### src/rtl/pidz_pkg.sv
`timescale 1ns / 1ps
// ----------------------------------------------------------------------------
// pidz_pkg
// Widths, constants and shared types of the PID step block with integral zone.
// ----------------------------------------------------------------------------
package pidz_pkg;

	// field widths
	localparam int ERR_W     = 32;
	localparam int MS_W      = 16;
	localparam int GAIN_W    = 31;
	localparam int CFG_IDX_W = 2;
	localparam int FRAC_W    = 16;

	// elapsed time after substitution, 0..100
	localparam int MSC_W     = 7;
	localparam int DT_MAX_MS = 100;
	localparam int DT_SUB_MS = 20;
	localparam int MS_PER_S  = 1000;

	// Q16.16 limits
	localparam int ZONE_Q      = 30 * 65536;
	localparam int INT_MAX_Q   = 100 * 65536;
	localparam int ITERM_MAX_Q = 80 * 65536;
	localparam int LIMIT_RST   = 100 * 65536;

	// x / 1000 as (x * RECIP_1000) >> RECIP_SH, exact for x < 2^28
	localparam longint RECIP_1000 = 64'd274877907;
	localparam int     RECIP_SH   = 38;
	localparam int     INC_W      = 18;

	// integral accumulator holds +-100.0
	localparam int ACC_W = 24;
	localparam logic signed [ACC_W-1:0] ACC_MAX = ACC_W'(INT_MAX_Q);

	// running sum of the three terms
	localparam int SUM_W = 60;

	// shared multiplier
	localparam int MUL_W  = 32;
	localparam int PROD_W = 2 * MUL_W;

	// serial divider for the derivative: |diff| * 1000 < 2^42, divisor <= 100
	localparam int DIV_N_W   = 42;
	localparam int DIV_D_W   = MSC_W;
	localparam int DIV_CNT_W = $clog2(DIV_N_W + 1);

	typedef enum logic [CFG_IDX_W-1:0] {
		CFG_GAIN_P       = 2'd0,
		CFG_GAIN_I       = 2'd1,
		CFG_GAIN_D       = 2'd2,
		CFG_OUTPUT_LIMIT = 2'd3
	} cfg_idx_t;

	typedef struct packed {
		logic [GAIN_W-1:0] gain_p;
		logic [GAIN_W-1:0] gain_i;
		logic [GAIN_W-1:0] gain_d;
		logic [GAIN_W-1:0] output_limit;
	} cfg_t;

	typedef struct packed {
		logic [MUL_W-1:0] a;
		logic [MUL_W-1:0] b;
	} mul_req_t;

	typedef struct packed {
		logic               start;
		logic [DIV_N_W-1:0] dividend;
		logic [DIV_D_W-1:0] divisor;
	} div_req_t;

	typedef struct packed {
		logic               done;
		logic [DIV_N_W-1:0] quotient;
	} div_rsp_t;

endpackage

### src/rtl/pidz_sample_if.sv
`timescale 1ns / 1ps
// ----------------------------------------------------------------------------
// pidz_sample_if
// Input channel: one control sample per transfer.
// ----------------------------------------------------------------------------
interface pidz_sample_if import pidz_pkg::*; ();

	logic                    valid;
	logic                    ready;
	logic                    opcode;
	logic signed [ERR_W-1:0] error_in;
	logic [MS_W-1:0]         elapsed_ms;

	modport source (output valid, output opcode, output error_in, output elapsed_ms,
		input ready);
	modport sink (input valid, input opcode, input error_in, input elapsed_ms,
		output ready);

endinterface

### src/rtl/pidz_result_if.sv
`timescale 1ns / 1ps
// ----------------------------------------------------------------------------
// pidz_result_if
// Output channel: one saturated drive value per transfer.
// ----------------------------------------------------------------------------
interface pidz_result_if import pidz_pkg::*; ();

	logic                    valid;
	logic                    ready;
	logic signed [ERR_W-1:0] drive;

	modport source (output valid, output drive, input ready);
	modport sink (input valid, input drive, output ready);

endinterface

### src/rtl/pid_step_integral_zone_unit.sv
`timescale 1ns / 1ps
// ----------------------------------------------------------------------------
// pid_step_integral_zone_unit
// PID step with integral zone and anti-windup, Q16.16 fixed point.
// ----------------------------------------------------------------------------
// One control sample gives one drive value. The input is ready again once
// the result of a control sample is registered, so one sample is in flight
// at a time; the pace is set by the restoring divider that forms the
// derivative (one quotient bit per cycle), with the integral, proportional
// and integral-term products run on the shared 32 x 32 multiplier while it
// works. A clear opcode goes from idle straight to the final step, which
// registers its result. A finished result waits in the output register, so
// the next sample is taken while it is still held; a sample that finishes
// while the register is still full waits in its last step until the
// register frees. The user must see that gains and limit are written only
// while idle; the block itself does not enforce this.
// ----------------------------------------------------------------------------
module pid_step_integral_zone_unit import pidz_pkg::*; (
	input  logic                 clk,
	input  logic                 arst_n,
	pidz_sample_if.sink          sample,
	pidz_result_if.source        result,
	input  logic                 cfg_wr_en,
	input  logic [CFG_IDX_W-1:0] cfg_index,
	input  logic [GAIN_W-1:0]    cfg_data
);

	cfg_t              cfg_q;
	mul_req_t          mul_req;
	logic [PROD_W-1:0] prod;
	div_req_t          div_req;
	div_rsp_t          div_rsp;

	always_ff @(posedge clk or negedge arst_n) begin
		if (!arst_n) begin
			cfg_q.gain_p       <= '0;
			cfg_q.gain_i       <= '0;
			cfg_q.gain_d       <= '0;
			cfg_q.output_limit <= GAIN_W'(LIMIT_RST);
		end else if (cfg_wr_en) begin
			case (cfg_idx_t'(cfg_index))
				CFG_GAIN_P:       cfg_q.gain_p       <= cfg_data;
				CFG_GAIN_I:       cfg_q.gain_i       <= cfg_data;
				CFG_GAIN_D:       cfg_q.gain_d       <= cfg_data;
				CFG_OUTPUT_LIMIT: cfg_q.output_limit <= cfg_data;
				default: ;
			endcase
		end
	end

	pidz_mul u_mul (
		.clk  (clk),
		.req  (mul_req),
		.prod (prod)
	);

	pidz_div u_div (
		.clk    (clk),
		.arst_n (arst_n),
		.req    (div_req),
		.rsp    (div_rsp)
	);

	pidz_seq u_seq (
		.clk     (clk),
		.arst_n  (arst_n),
		.cfg     (cfg_q),
		.sample  (sample),
		.result  (result),
		.mul_req (mul_req),
		.prod    (prod),
		.div_req (div_req),
		.div_rsp (div_rsp)
	);

endmodule

### src/rtl/pidz_mul.sv
`timescale 1ns / 1ps
// ----------------------------------------------------------------------------
// pidz_mul
// Shared 32 x 32 unsigned multiplier with a registered product.
// ----------------------------------------------------------------------------
module pidz_mul import pidz_pkg::*; (
	input  logic              clk,
	input  mul_req_t          req,
	output logic [PROD_W-1:0] prod
);

	logic [PROD_W-1:0] prod_q;

	always_ff @(posedge clk) begin
		prod_q <= PROD_W'(req.a) * PROD_W'(req.b);
	end

	assign prod = prod_q;

endmodule

### src/rtl/pidz_div.sv
`timescale 1ns / 1ps
// ----------------------------------------------------------------------------
// pidz_div
// Restoring divider, one quotient bit per cycle, DIV_N_W quotient bits per divide.
// ----------------------------------------------------------------------------
module pidz_div import pidz_pkg::*; (
	input  logic     clk,
	input  logic     arst_n,
	input  div_req_t req,
	output div_rsp_t rsp
);

	logic                 busy_q;
	logic                 done_q;
	logic [DIV_CNT_W-1:0] cnt_q;
	logic [DIV_N_W-1:0]   quo_q;
	logic [DIV_D_W-1:0]   rem_q;
	logic [DIV_D_W-1:0]   dvs_q;

	logic [DIV_D_W:0]     trial;
	logic [DIV_D_W:0]     diff;
	logic                 ge;

	always_comb begin
		trial = {rem_q, quo_q[DIV_N_W-1]};
		diff  = trial - {1'b0, dvs_q};
		ge    = trial >= {1'b0, dvs_q};
	end

	always_ff @(posedge clk or negedge arst_n) begin
		if (!arst_n) begin
			busy_q <= 1'b0;
			done_q <= 1'b0;
			cnt_q  <= '0;
		end else if (req.start) begin
			busy_q <= 1'b1;
			done_q <= 1'b0;
			cnt_q  <= DIV_CNT_W'(DIV_N_W);
		end else if (busy_q) begin
			cnt_q <= cnt_q - 1'b1;
			if (cnt_q == DIV_CNT_W'(1)) begin
				busy_q <= 1'b0;
				done_q <= 1'b1;
			end
		end
	end

	always_ff @(posedge clk) begin
		if (req.start) begin
			quo_q <= req.dividend;
			rem_q <= '0;
			dvs_q <= req.divisor;
		end else if (busy_q) begin
			// remainder stays below the divisor, so the top bit is dropped
			rem_q <= ge ? diff[DIV_D_W-1:0] : trial[DIV_D_W-1:0];
			quo_q <= {quo_q[DIV_N_W-2:0], ge};
		end
	end

	assign rsp.done     = done_q;
	assign rsp.quotient = quo_q;

`ifndef ASSERT_OFF
	a_busy_done_excl: assert property (@(posedge clk) disable iff (!arst_n)
		!(busy_q && done_q))
		else $error("divider busy and done together");

	a_start_loads: assert property (@(posedge clk) disable iff (!arst_n)
		req.start |=> (busy_q && !done_q && cnt_q == DIV_CNT_W'(DIV_N_W)))
		else $error("divider did not start a full divide");
`endif

endmodule

### src/rtl/pidz_seq.sv
`timescale 1ns / 1ps
// ----------------------------------------------------------------------------
// pidz_seq
// Sequencer and datapath: drives the shared multiplier and the divider,
// keeps the integral and last error, and holds the result register.
// ----------------------------------------------------------------------------
module pidz_seq import pidz_pkg::*; (
	input  logic              clk,
	input  logic              arst_n,
	input  cfg_t              cfg,
	pidz_sample_if.sink       sample,
	pidz_result_if.source     result,
	output mul_req_t          mul_req,
	input  logic [PROD_W-1:0] prod,
	output div_req_t          div_req,
	input  div_rsp_t          div_rsp
);

	typedef enum logic [3:0] {
		ST_IDLE,
		ST_DIFF,
		ST_DSTART,
		ST_RECIP,
		ST_ACC,
		ST_IMUL,
		ST_PMUL,
		ST_PADD,
		ST_DWAIT,
		ST_DHI,
		ST_DADD,
		ST_SAT
	} state_t;

	state_t                  state_q;
	logic                    res_valid_q;
	logic signed [ERR_W-1:0] res_drive_q;
	logic signed [ACC_W-1:0] acc_q;
	logic signed [ERR_W-1:0] prev_q;

	logic [ERR_W-1:0]        err_mag_q;
	logic                    err_neg_q;
	logic [ERR_W-1:0]        diff_mag_q;
	logic                    diff_neg_q;
	logic [MSC_W-1:0]        ms_q;
	logic                    zone_q;
	logic signed [SUM_W-1:0] sum_q;

	// sample decode
	logic [ERR_W-1:0]        err_u;
	logic [ERR_W-1:0]        err_mag_c;
	logic [ERR_W:0]          diff_c;
	logic [ERR_W:0]          diff_mag_c;
	logic [MSC_W-1:0]        msc_c;
	logic                    take;

	// integral update
	logic [INC_W-1:0]        inc;
	logic signed [ACC_W+1:0] acc_wide;
	logic signed [ACC_W+1:0] inc_wide;
	logic signed [ACC_W+1:0] acc_sum;
	logic signed [ACC_W-1:0] acc_next;
	logic [ACC_W-1:0]        acc_mag;

	// term accumulation
	logic [PROD_W-FRAC_W-1:0] prod_sh;
	logic [SUM_W-2:0]         add_mag;
	logic                     add_neg;
	logic                     add_init;
	logic                     add_en;
	logic [SUM_W-1:0]         add_u;
	logic [SUM_W-1:0]         addend;
	logic signed [SUM_W-1:0]  sum_next;

	// derivative magnitude and output saturation
	logic [DIV_N_W-1:0]       dmag;
	logic signed [SUM_W-1:0]  lim_s;
	logic signed [SUM_W-1:0]  neg_lim;
	logic signed [ERR_W-1:0]  drive_c;

	assign take = sample.valid && (state_q == ST_IDLE);

	always_comb begin
		err_u      = sample.error_in;
		err_mag_c  = err_u[ERR_W-1] ? (~err_u + 1'b1) : err_u;
		diff_c     = {err_u[ERR_W-1], err_u} - {prev_q[ERR_W-1], prev_q};
		diff_mag_c = diff_c[ERR_W] ? (~diff_c + 1'b1) : diff_c;
		if (sample.elapsed_ms > MS_W'(DT_MAX_MS))
			msc_c = MSC_W'(DT_SUB_MS);
		else
			msc_c = sample.elapsed_ms[MSC_W-1:0];
	end

	always_comb begin
		inc      = prod[RECIP_SH +: INC_W];
		acc_wide = (ACC_W+2)'(acc_q);
		inc_wide = (ACC_W+2)'({1'b0, inc});
		acc_sum  = err_neg_q ? (acc_wide - inc_wide) : (acc_wide + inc_wide);
		if (acc_sum > (ACC_W+2)'(ACC_MAX))
			acc_next = ACC_MAX;
		else if (acc_sum < -((ACC_W+2)'(ACC_MAX)))
			acc_next = -ACC_MAX;
		else
			acc_next = acc_sum[ACC_W-1:0];
		acc_mag = acc_q[ACC_W-1] ? (~acc_q + 1'b1) : acc_q;
	end

	assign dmag = (ms_q == '0) ? '0 : div_rsp.quotient;

	// shared multiplier operands
	always_comb begin
		mul_req = '0;
		case (state_q)
			ST_DIFF: begin
				mul_req.a = diff_mag_q;
				mul_req.b = MUL_W'(MS_PER_S);
			end
			ST_DSTART: begin
				mul_req.a = err_mag_q;
				mul_req.b = MUL_W'(ms_q);
			end
			ST_RECIP: begin
				mul_req.a = prod[MUL_W-1:0];
				mul_req.b = MUL_W'(RECIP_1000);
			end
			ST_IMUL: begin
				mul_req.a = MUL_W'(acc_mag);
				mul_req.b = MUL_W'(cfg.gain_i);
			end
			ST_PMUL: begin
				mul_req.a = err_mag_q;
				mul_req.b = MUL_W'(cfg.gain_p);
			end
			ST_DWAIT: begin
				mul_req.a = dmag[MUL_W-1:0];
				mul_req.b = MUL_W'(cfg.gain_d);
			end
			ST_DHI: begin
				mul_req.a = MUL_W'(dmag[DIV_N_W-1:MUL_W]);
				mul_req.b = MUL_W'(cfg.gain_d);
			end
			default: mul_req = '0;
		endcase
	end

	always_comb begin
		div_req.start    = (state_q == ST_DSTART);
		div_req.dividend = prod[DIV_N_W-1:0];
		div_req.divisor  = ms_q;
	end

	// term selection for the running sum
	always_comb begin
		prod_sh  = prod[PROD_W-1:FRAC_W];
		add_mag  = '0;
		add_neg  = 1'b0;
		add_init = 1'b0;
		add_en   = 1'b0;
		case (state_q)
			ST_PMUL: begin
				// integral term, clamped to 80.0
				add_en   = 1'b1;
				add_init = 1'b1;
				add_neg  = acc_q[ACC_W-1];
				if (prod_sh > (PROD_W-FRAC_W)'(ITERM_MAX_Q))
					add_mag = (SUM_W-1)'(ITERM_MAX_Q);
				else
					add_mag = (SUM_W-1)'(prod_sh);
			end
			ST_PADD: begin
				add_en  = 1'b1;
				add_neg = err_neg_q;
				add_mag = (SUM_W-1)'(prod_sh);
			end
			ST_DHI: begin
				add_en  = 1'b1;
				add_neg = diff_neg_q;
				add_mag = (SUM_W-1)'(prod_sh);
			end
			ST_DADD: begin
				// high derivative word: exact, shifted up by 32 - 16
				add_en  = 1'b1;
				add_neg = diff_neg_q;
				add_mag = {prod[SUM_W-2-FRAC_W:0], {FRAC_W{1'b0}}};
			end
			default: add_en = 1'b0;
		endcase
		add_u    = {1'b0, add_mag};
		addend   = add_neg ? (~add_u + 1'b1) : add_u;
		sum_next = (add_init ? '0 : sum_q) + addend;
	end

	always_comb begin
		lim_s   = SUM_W'(cfg.output_limit);
		neg_lim = -lim_s;
		if (sum_q > lim_s)
			drive_c = lim_s[ERR_W-1:0];
		else if (sum_q < neg_lim)
			drive_c = neg_lim[ERR_W-1:0];
		else
			drive_c = sum_q[ERR_W-1:0];
	end

	always_ff @(posedge clk or negedge arst_n) begin
		if (!arst_n) begin
			state_q     <= ST_IDLE;
			res_valid_q <= 1'b0;
			res_drive_q <= '0;
			acc_q       <= '0;
			prev_q      <= '0;
		end else begin
			// the final step sets the result register itself
			if (result.ready && (state_q != ST_SAT))
				res_valid_q <= 1'b0;
			case (state_q)
				ST_IDLE: begin
					if (sample.valid) begin
						if (sample.opcode) begin
							acc_q   <= '0;
							prev_q  <= '0;
							state_q <= ST_SAT;
						end else begin
							prev_q  <= sample.error_in;
							state_q <= ST_DIFF;
						end
					end
				end
				ST_DIFF:   state_q <= ST_DSTART;
				ST_DSTART: state_q <= ST_RECIP;
				ST_RECIP:  state_q <= ST_ACC;
				ST_ACC: begin
					acc_q   <= zone_q ? acc_next : '0;
					state_q <= ST_IMUL;
				end
				ST_IMUL:   state_q <= ST_PMUL;
				ST_PMUL:   state_q <= ST_PADD;
				ST_PADD:   state_q <= ST_DWAIT;
				ST_DWAIT: begin
					if (div_rsp.done)
						state_q <= ST_DHI;
				end
				ST_DHI:    state_q <= ST_DADD;
				ST_DADD:   state_q <= ST_SAT;
				ST_SAT: begin
					if (!res_valid_q || result.ready) begin
						res_valid_q <= 1'b1;
						res_drive_q <= drive_c;
						state_q     <= ST_IDLE;
					end
				end
				default: state_q <= ST_IDLE;
			endcase
		end
	end

	always_ff @(posedge clk) begin
		if (take) begin
			err_mag_q  <= err_mag_c;
			err_neg_q  <= err_u[ERR_W-1];
			diff_mag_q <= diff_mag_c[ERR_W-1:0];
			diff_neg_q <= diff_c[ERR_W];
			ms_q       <= msc_c;
			zone_q     <= err_mag_c < ERR_W'(ZONE_Q);
			sum_q      <= '0;
		end else if (add_en) begin
			sum_q <= sum_next;
		end
	end

	assign sample.ready = (state_q == ST_IDLE);
	assign result.valid = res_valid_q;
	assign result.drive = res_drive_q;

`ifndef ASSERT_OFF
	a_acc_range: assert property (@(posedge clk) disable iff (!arst_n)
		(acc_q <= ACC_MAX) && (acc_q >= -ACC_MAX))
		else $error("integral outside +-100");

	a_clear_op: assert property (@(posedge clk) disable iff (!arst_n)
		(sample.valid && sample.ready && sample.opcode)
		|=> (acc_q == '0 && prev_q == '0 && state_q == ST_SAT))
		else $error("clear opcode did not clear state");

	a_div_before_dterm: assert property (@(posedge clk) disable iff (!arst_n)
		(state_q == ST_DHI) |-> $past(div_rsp.done))
		else $error("derivative used before divide finished");
`endif

endmodule

### src/flat_wrapper.sv
// flat-port wrapper written by rule: the top's interface ports become plain ports
module pid_step_integral_zone_unit_flat import pidz_pkg::*;
  (clk, arst_n, cfg_wr_en, cfg_index, cfg_data, sample_valid, sample_opcode, sample_error_in, sample_elapsed_ms, sample_ready, result_valid, result_drive, result_ready);
  pidz_sample_if sample_i ();
  pidz_result_if result_i ();
  input  logic clk;
  input  logic arst_n;
  input  logic cfg_wr_en;
  input  logic [CFG_IDX_W-1:0] cfg_index;
  input  logic [GAIN_W-1:0] cfg_data;
  input wire logic [$bits(sample_i.valid)-1:0] sample_valid;
  input wire logic [$bits(sample_i.opcode)-1:0] sample_opcode;
  input wire logic [$bits(sample_i.error_in)-1:0] sample_error_in;
  input wire logic [$bits(sample_i.elapsed_ms)-1:0] sample_elapsed_ms;
  output wire logic [$bits(sample_i.ready)-1:0] sample_ready;
  output wire logic [$bits(result_i.valid)-1:0] result_valid;
  output wire logic [$bits(result_i.drive)-1:0] result_drive;
  input wire logic [$bits(result_i.ready)-1:0] result_ready;
  assign sample_i.valid = sample_valid;
  assign sample_i.opcode = sample_opcode;
  assign sample_i.error_in = sample_error_in;
  assign sample_i.elapsed_ms = sample_elapsed_ms;
  assign sample_ready = sample_i.ready;
  assign result_valid = result_i.valid;
  assign result_drive = result_i.drive;
  assign result_i.ready = result_ready;
  pid_step_integral_zone_unit u_core (.clk(clk), .arst_n(arst_n), .sample(sample_i), .result(result_i), .cfg_wr_en(cfg_wr_en), .cfg_index(cfg_index), .cfg_data(cfg_data));
endmodule
### config.mk
export PLATFORM = sky130hd
export DESIGN_NAME = pid_step_integral_zone_unit_flat
export DESIGN_NICKNAME = d
export VERILOG_FILES = /design/src/rtl/pidz_pkg.sv /design/src/rtl/pidz_sample_if.sv /design/src/rtl/pidz_result_if.sv /design/src/rtl/pid_step_integral_zone_unit.sv /design/src/rtl/pidz_mul.sv /design/src/rtl/pidz_div.sv /design/src/rtl/pidz_seq.sv /design/src/flat_wrapper.sv
export SDC_FILE = /design/constraint.sdc
export NUM_CORES = 2
export LEC_CHECK = 0
export BUFFER_PORTS_ARGS = -buffer_cell sky130_fd_sc_hd__buf_2
export CORE_ASPECT_RATIO = 1.5
export CORE_MARGIN = 1
export CORE_UTILIZATION = 35
export CTS_CLUSTER_DIAMETER = 120
export DETAILED_ROUTE_END_ITERATION = 12
export REMOVE_ABC_BUFFERS = 1
export SYNTH_ARGS = -nofsm -noshare
export SYNTH_HDL_FRONTEND = slang
export SYNTH_SLANG_ARGS = --single-unit
### constraint.sdc
create_clock -name clk -period 11.8 [get_ports clk]
set_clock_uncertainty 0.05 [all_clocks]
set_input_delay 0.59 -clock clk [delete_from_list [all_inputs] [get_ports clk]]
set_output_delay 0.59 -clock clk [all_outputs]
set_load 0.02 [all_outputs]
# Word-level counts from Yosys, hierarchy flattened
# Cells that the tools add are included.
[totals]
memories = 0
out_inout_bits = 34
rom_bits = 0
latchBits = 0
input_bits = 87
ff_bits = 479
elab_cells = 130
ram_bits = 0
[classes]
shifts = 0
mux = 41
reduce_logical = 22
mul = 1
bitwise_logic = 4
magnitude_cmp = 8
div = 0
addsub = 11
eq_ne = 20
[ops]
columns = ["op", "count"]
rows = [
  ["case mux 64 bit (7 select lines)", 1],
  ["case mux 59 bit (3 select lines)", 1],
  ["2-to-1 mux 32 bit", 5],
  ["2-to-1 mux 24 bit", 6],
  ["2-to-1 mux 42 bit", 3],
  ["2-to-1 mux 60 bit", 2],
  ["adder 32 x 1 -> 32 bit, second input constant", 2],
  ["multiplier 32 x 32 -> 64 bit", 1],
  ["inverter 32 bit", 2],
  ["adder 60 x 1 -> 60 bit, second input constant", 1],
  ["adder 60 bit", 1],
  ["> comparator 60 x 32 -> 1 bit", 1],
  ["less-than comparator 60 bit", 1],
  ["negator 31 -> 60 bit", 1],
  ["inverter 59 -> 60 bit", 1],
  ["> comparator 48 x 23 -> 1 bit, second input constant", 1],
  ["2-to-1 mux 48 bit", 1],
  ["case mux 24 bit (2 select lines)", 1],
  ["case mux 4 bit (12 select lines)", 1],
  ["subtractor 32 x 32 -> 33 bit", 1],
  ["less-than comparator 32 x 21 -> 1 bit, second input constant", 1],
  ["> comparator 26 x 24 -> 1 bit, second input constant", 1],
  ["less-than comparator 26 x 24 -> 1 bit, second input constant", 1],
  ["2-to-1 mux 26 bit", 1],
  ["34 further kinds", 69],
]

# Depth between registers and ports, before layout
[logic_depth]
ltp_word = 7
depth_mapped = 41
depth_no_buf = 39

# Modules after synthesis
# Synthesis repeated with hierarchy kept, for this count alone.
[unflattened]
hier_cells = 7623
area_unflattened_um2 = 67963.9
[modules_own_cells]
columns = ["module", "area_per_inst_um2", "instances", "seq_area_each_um2", "cells_per_inst"]
rows = [
  ["pidz_mul", 35008.6, 1, 1281.2, 3864],
  ["pidz_seq", 25162.9, 1, 5750.5, 3257],
  ["pid_step_integral_zone_unit", 4603.2, 1, 3106.7, 264],
  ["pidz_div", 3189.3, 1, 1811.7, 238],
]

# Least setup slack after synthesis
# Ideal clock, no wire load.
[synth_path]
path_kind = "register to register"
from = "register u_core.u_seq.acc_q[6]"
to = "register u_core.u_mul.prod_q[56] (netlist: u_core.u_mul.prod[56])"
t_arrival_ps = 10023
period_less_slack_ps = 10202
path_buffers = 2
setup_ps = 129
stages_incl_launch_ff = 36
required_time_ps = 11621
setup_slack_ps = 1598
cell_sequence = "dfrtp_1 > or4_1 > or3_1 > or4_1 > or4_1 > nand2b_1 > o21ai_0 > xor2_1 > o211a_1 > buf_2 > buf_4 > nor2_1 > fa_1 > fa_1 > fa_1 > inv_1 > fa_1 > inv_1 > fa_1 > fa_1 > fa_1 > inv_1 > fa_1 > inv_1 > ha_1 > a21oi_1 > o21ai_0 > a2111oi_0 > o211ai_1 > o2bb2ai_1 > a21oi_1 > a21oi_1 > o21ai_0 > a21oi_1 > o21ai_0 > xor2_1"
[synth_between]
elab_chain_len = 5
[synth_lines]
columns = ["element", "line_no", "rtl"]
rows = [
  ["start, declared", "pidz_seq.sv:37", "logic signed [ACC_W-1:0] acc_q;"],
  ["start signal, assigned", "pidz_seq.sv:231", "acc_q <= zone_q ? acc_next : '0;"],
  ["inverter 24 bit", "pidz_seq.sv:104", "acc_mag = acc_q[ACC_W-1] ? (~acc_q + 1'b1) : acc_q;"],
  ["adder 24 x 1 -> 24 bit", "pidz_seq.sv:104", ""],
  ["2-to-1 mux 24 bit (*)", "pidz_seq.sv:104", ""],
  ["case mux 64 bit (7 select lines) (*)", "pidz_seq.sv:112", "case (state_q)"],
  ["multiplier 32 x 32 -> 64 bit (*)", "pidz_mul.sv:15", "prod_q <= PROD_W'(req.a) * PROD_W'(req.b);"],
  ["end signal, assigned", "pidz_mul.sv:15", ""],
  ["end, declared", "pidz_mul.sv:12", "logic [PROD_W-1:0] prod_q;"],
]
# Mark *: on every way between the ends. The rest lies on a longest branch, timed or not.
# A chain may end at the register's enable or synchronous reset.

# Worst setup path in the final report
[layout_path]
from = "register u_core.u_seq.acc_q[5]"
to = "register u_core.u_mul.prod_q[63] (netlist: u_core.u_mul.prod[63])"
# Same word-level chain as after synthesis.

==> impl_metrics.tcl <==
set metrics [dict create \
    drc 22 \
    slowest_stage "fa_1" \
    antenna_left 0 \
    grt_pass1_wl_um 400000 \
    clkTransAtPathRegs_ns 0.07 \
    clock_latency_ns 0.69 \
    path_class "register to register" \
    drt_pass1_iterations 12 \
    cts_setup_buffers 0 \
    finalCritPeriodShare_pct 97.4 \
    use_met3_pct 3.79 \
    setup-tns-final_ns 0 \
    whs_endpoint "u_core.u_seq.err_mag_q[0]$_DFFE_PP_" \
    final_net_count 9119 \
    cpMostUsedCell "fa_1" \
    wl_um 276000 \
    grt_antenna_before_repair 16 \
    r2r_start "u_core.u_seq.acc_q[5]$_DFFE_PN0P_" \
    area_delta_synth_final_pct 9.11 \
    first_global_vias 60200 \
    yosysUniqueCellTypes 98 \
    cts_root_buf "clkbuf_16" \
    die_h_um 533 \
    slew_violations 0 \
    rsz0062_at_grt "false" \
    worst_pin_slew_ns 1.30 \
    cts_sinks 479 \
    synth.avg_cell_area_um2 8.60 \
    cts.htree.levels 2 \
    placed_cells 10000 \
    syn_area_um2 65800 \
    relSlewSlack_pct 12.7 \
    synth_cells 7649 \
    hp-start "sample_error_in[0]" \
    cp.required_ns 12.36 \
    whs_path_depth 1 \
    cp_max_fo 12 \
    critPathCaptureType "register" \
    die_area_um2 190000 \
    violations "design-rule violations" \
    async_flop_share_pct 47.0 \
    start_kind "register" \
    boundaryPins 121 \
    final.setup.worst_slack_ns 0.307 \
    cap_violations 0 \
    hpwl_um 223000 \
    gr-usage-met2_pct 51.5 \
    place_ws_ns 0.214 \
    die_w_um 356 \
    top_usage_layer "met2" \
    initial_core_util_pct 35.3 \
    clock_path_buffers 3 \
    ff2ff_setup_slack_ns 0.31 \
    finalSetupViolCount 0 \
    status "finished, violations left" \
    viasPerCell 5.64 \
    cts_tree "yes" \
    crit_path_max_incr_delay_ns 0.79 \
    placementRows 194 \
    post_route_cells_drive_above_1_share_pct 8.83 \
    arrival_ns 12.05 \
    layout_min_cycle_time_ns 11.49 \
    synth_ff_type "dfrtp_1" \
    ys_ff_latch 479 \
    cts_buffers 50 \
    synth-edff-count 123 \
    grt_max_degree 152 \
    holdWs_ns 0.0995 \
    synth-seq-area-share_pct 18.2 \
    core_um2 186000 \
    num_vias 57200 \
    fmax_mhz 87.0 \
    wire_per_inst_um 27.2 \
    r2r-end "u_core.u_mul.prod[63]$_DFF_P_" \
    drtIter0Drc 4943 \
    hp-class "input pin to register" \
    stdcell_count 10100 \
    hold_viol_final 0 \
    ys_warn_count 0 \
    n_fill_cell 19000 \
    track_usage_pct 29.0 \
    gp_congestion 1.03 \
    grt.met1_usage_pct 28.9 \
    grt_overflow 0 \
    rr_worst_depth 33 \
    port_buffers 120 \
]
[sequential cells by signal, indices dropped and copies added, names as in the netlist, 6 cells and up]
| signal | flops |
|---|---|
| u_core.u_mul.prod | 64 |
| u_core.u_div.quo_q | 42 |
| u_core.u_div.rem_q | 7 |
| u_core.u_div.dvs_q | 7 |
| u_core.u_div.cnt_q | 6 |
| u_core.u_seq.sum_q | 60 |
| u_core.u_seq.acc_q | 24 |
| u_core.u_seq.result.drive | 32 |
| u_core.u_seq.ms_q | 7 |
| u_core.u_seq.diff_mag_q | 32 |
| u_core.u_seq.prev_q | 32 |
| u_core.u_seq.err_mag_q | 32 |
| u_core.cfg_q | 124 |
[stage by stage]
stage	area, µm²	util (%)
finish	71800	38.5
global route	71800	38.5
CTS	71700	38.5
detailed placement	69900	37.5
global placement	69900	37.5
floorplan	64200	-
[per-layer routing]
layer / part of all wire [%] / up-vias
met5: 0.011 / -
met4: 12 / 4
met3: 5.5 / 972
met2: 50 / 2460
met1: 33 / 28800
li1: - / 25000
[critical path, delay by kind of cell (launching register included)]
kind / cells / cell delay (ns)
and+or+nand+nor: 9 / 2.93
xor gates and xnor gates: 2 / 0.39
adders and majority gates: 9 / 4.82
buffers and inverters: 5 / 0.58
DFF: 1 / 0.45
AOI/OAI and AO/OA: 8 / 2.17
[cell usage after synthesis, drive strengths merged (13+ instances only)]
master,instances,share of area [%]
o211ai,46,0.54
dfxtp,131,4.0
o21bai,27,0.31
or2,20,0.19
dfrtp,222,8.4
o41ai,18,0.27
or3,42,0.41
buf,45,0.33
ha,511,9.7
inv,1163,6.6
xnor2,219,2.9
xor2,105,1.4
a22o,27,0.36
o21a,38,0.43
nand3,94,0.72
nor3,108,0.85
a22oi,66,0.75
nand2b,35,0.33
clkbuf,356,2.0
or4,24,0.29
and4,13,0.17
a31oi,33,0.31
mux2i,19,0.29
and2,81,0.77
o22ai,13,0.12
fa,871,27
edfxtp,123,5.6
nand2,997,5.7
a21oi,339,2.6
nor2b,39,0.37
nor2,762,4.4
nor4,37,0.42
a222oi,18,0.27
o21ai,293,2.2
and3,57,0.54
mux2,143,2.4
nand3b,43,0.49
nand4,65,0.64
a211oi,46,0.55
o31ai,40,0.47
o211a,19,0.29
a21o,140,1.6
[cell type report]
cell class / count / area [µm²] / share of cell area (%)
antenna: 6 / 15.0 / 0.0209
clock buffer: 69 / 1490 / 2.08
clock inverter: 25 / 350 / 0.488
inverter: 1163 / 4370 / 6.09
multi-input combinational: 5606 / 48000 / 66.9
sequential: 479 / 12000 / 16.7
tap: 2450 / 3070 / 4.27
timing repair buffer: 350 / 2480 / 3.45
[layout by cell type (no fill, tap or decap), drive strengths merged, types with 66 or more instances in the layout]
cell and n:
xnor2 219, o21ai 293, nand2 997, ha 511, nor3 108, clkbuf 70, a21o 140, buf 348
dfxtp 131, a21oi 339, edfxtp 123, dfrtp 222, nor2 762, a22oi 66, xor2 105, fa 871
and2 81, nand3 94, mux2 143, inv 1168
[timing repair]
item / 4_1_cts / 5_1_grt
hold buffers: 1 / 0
endpoints found under the setup margin: 0 / 7
endpoints found under the hold margin: 74 / 0
gates resized for setup: 0 / 4
[worst max-delay path by stage]
stage               slack, ns  cells after the start                                 from                       endpoint
CTS                      0.14                     36    u_core.u_seq.acc_q[5]$_DFFE_PN0P_  u_core.u_mul.prod[60]$_DFF_P_
global placement         0.24                     36    u_core.u_seq.acc_q[5]$_DFFE_PN0P_  u_core.u_mul.prod[60]$_DFF_P_
finish                   0.31                     33    u_core.u_seq.acc_q[5]$_DFFE_PN0P_  u_core.u_mul.prod[63]$_DFF_P_
global route             0.04                     34    u_core.u_seq.acc_q[5]$_DFFE_PN0P_  u_core.u_mul.prod[61]$_DFF_P_
floorplan                0.87                     31  u_core.u_seq.state_q[0]$_DFFE_PN0P_  u_core.u_mul.prod[56]$_DFF_P_
detailed placement       0.21                     36    u_core.u_seq.acc_q[5]$_DFFE_PN0P_  u_core.u_mul.prod[60]$_DFF_P_
[logic make-up after synthesis]
group           after synthesis  synth area share [%]
simple gates               2447                  16.6
flops                       479                  18.2
fa+ha+maj                  1384                  36.3
compound gates             1289                  12.9
mux                         162                  2.74
buf+inv                    1564                  9.00
xor+xnor                    324                  4.31
Power is left out: the tool's default activity adds up to more than one toggle a clock period on the data nets, which glitch-free logic cannot reach.
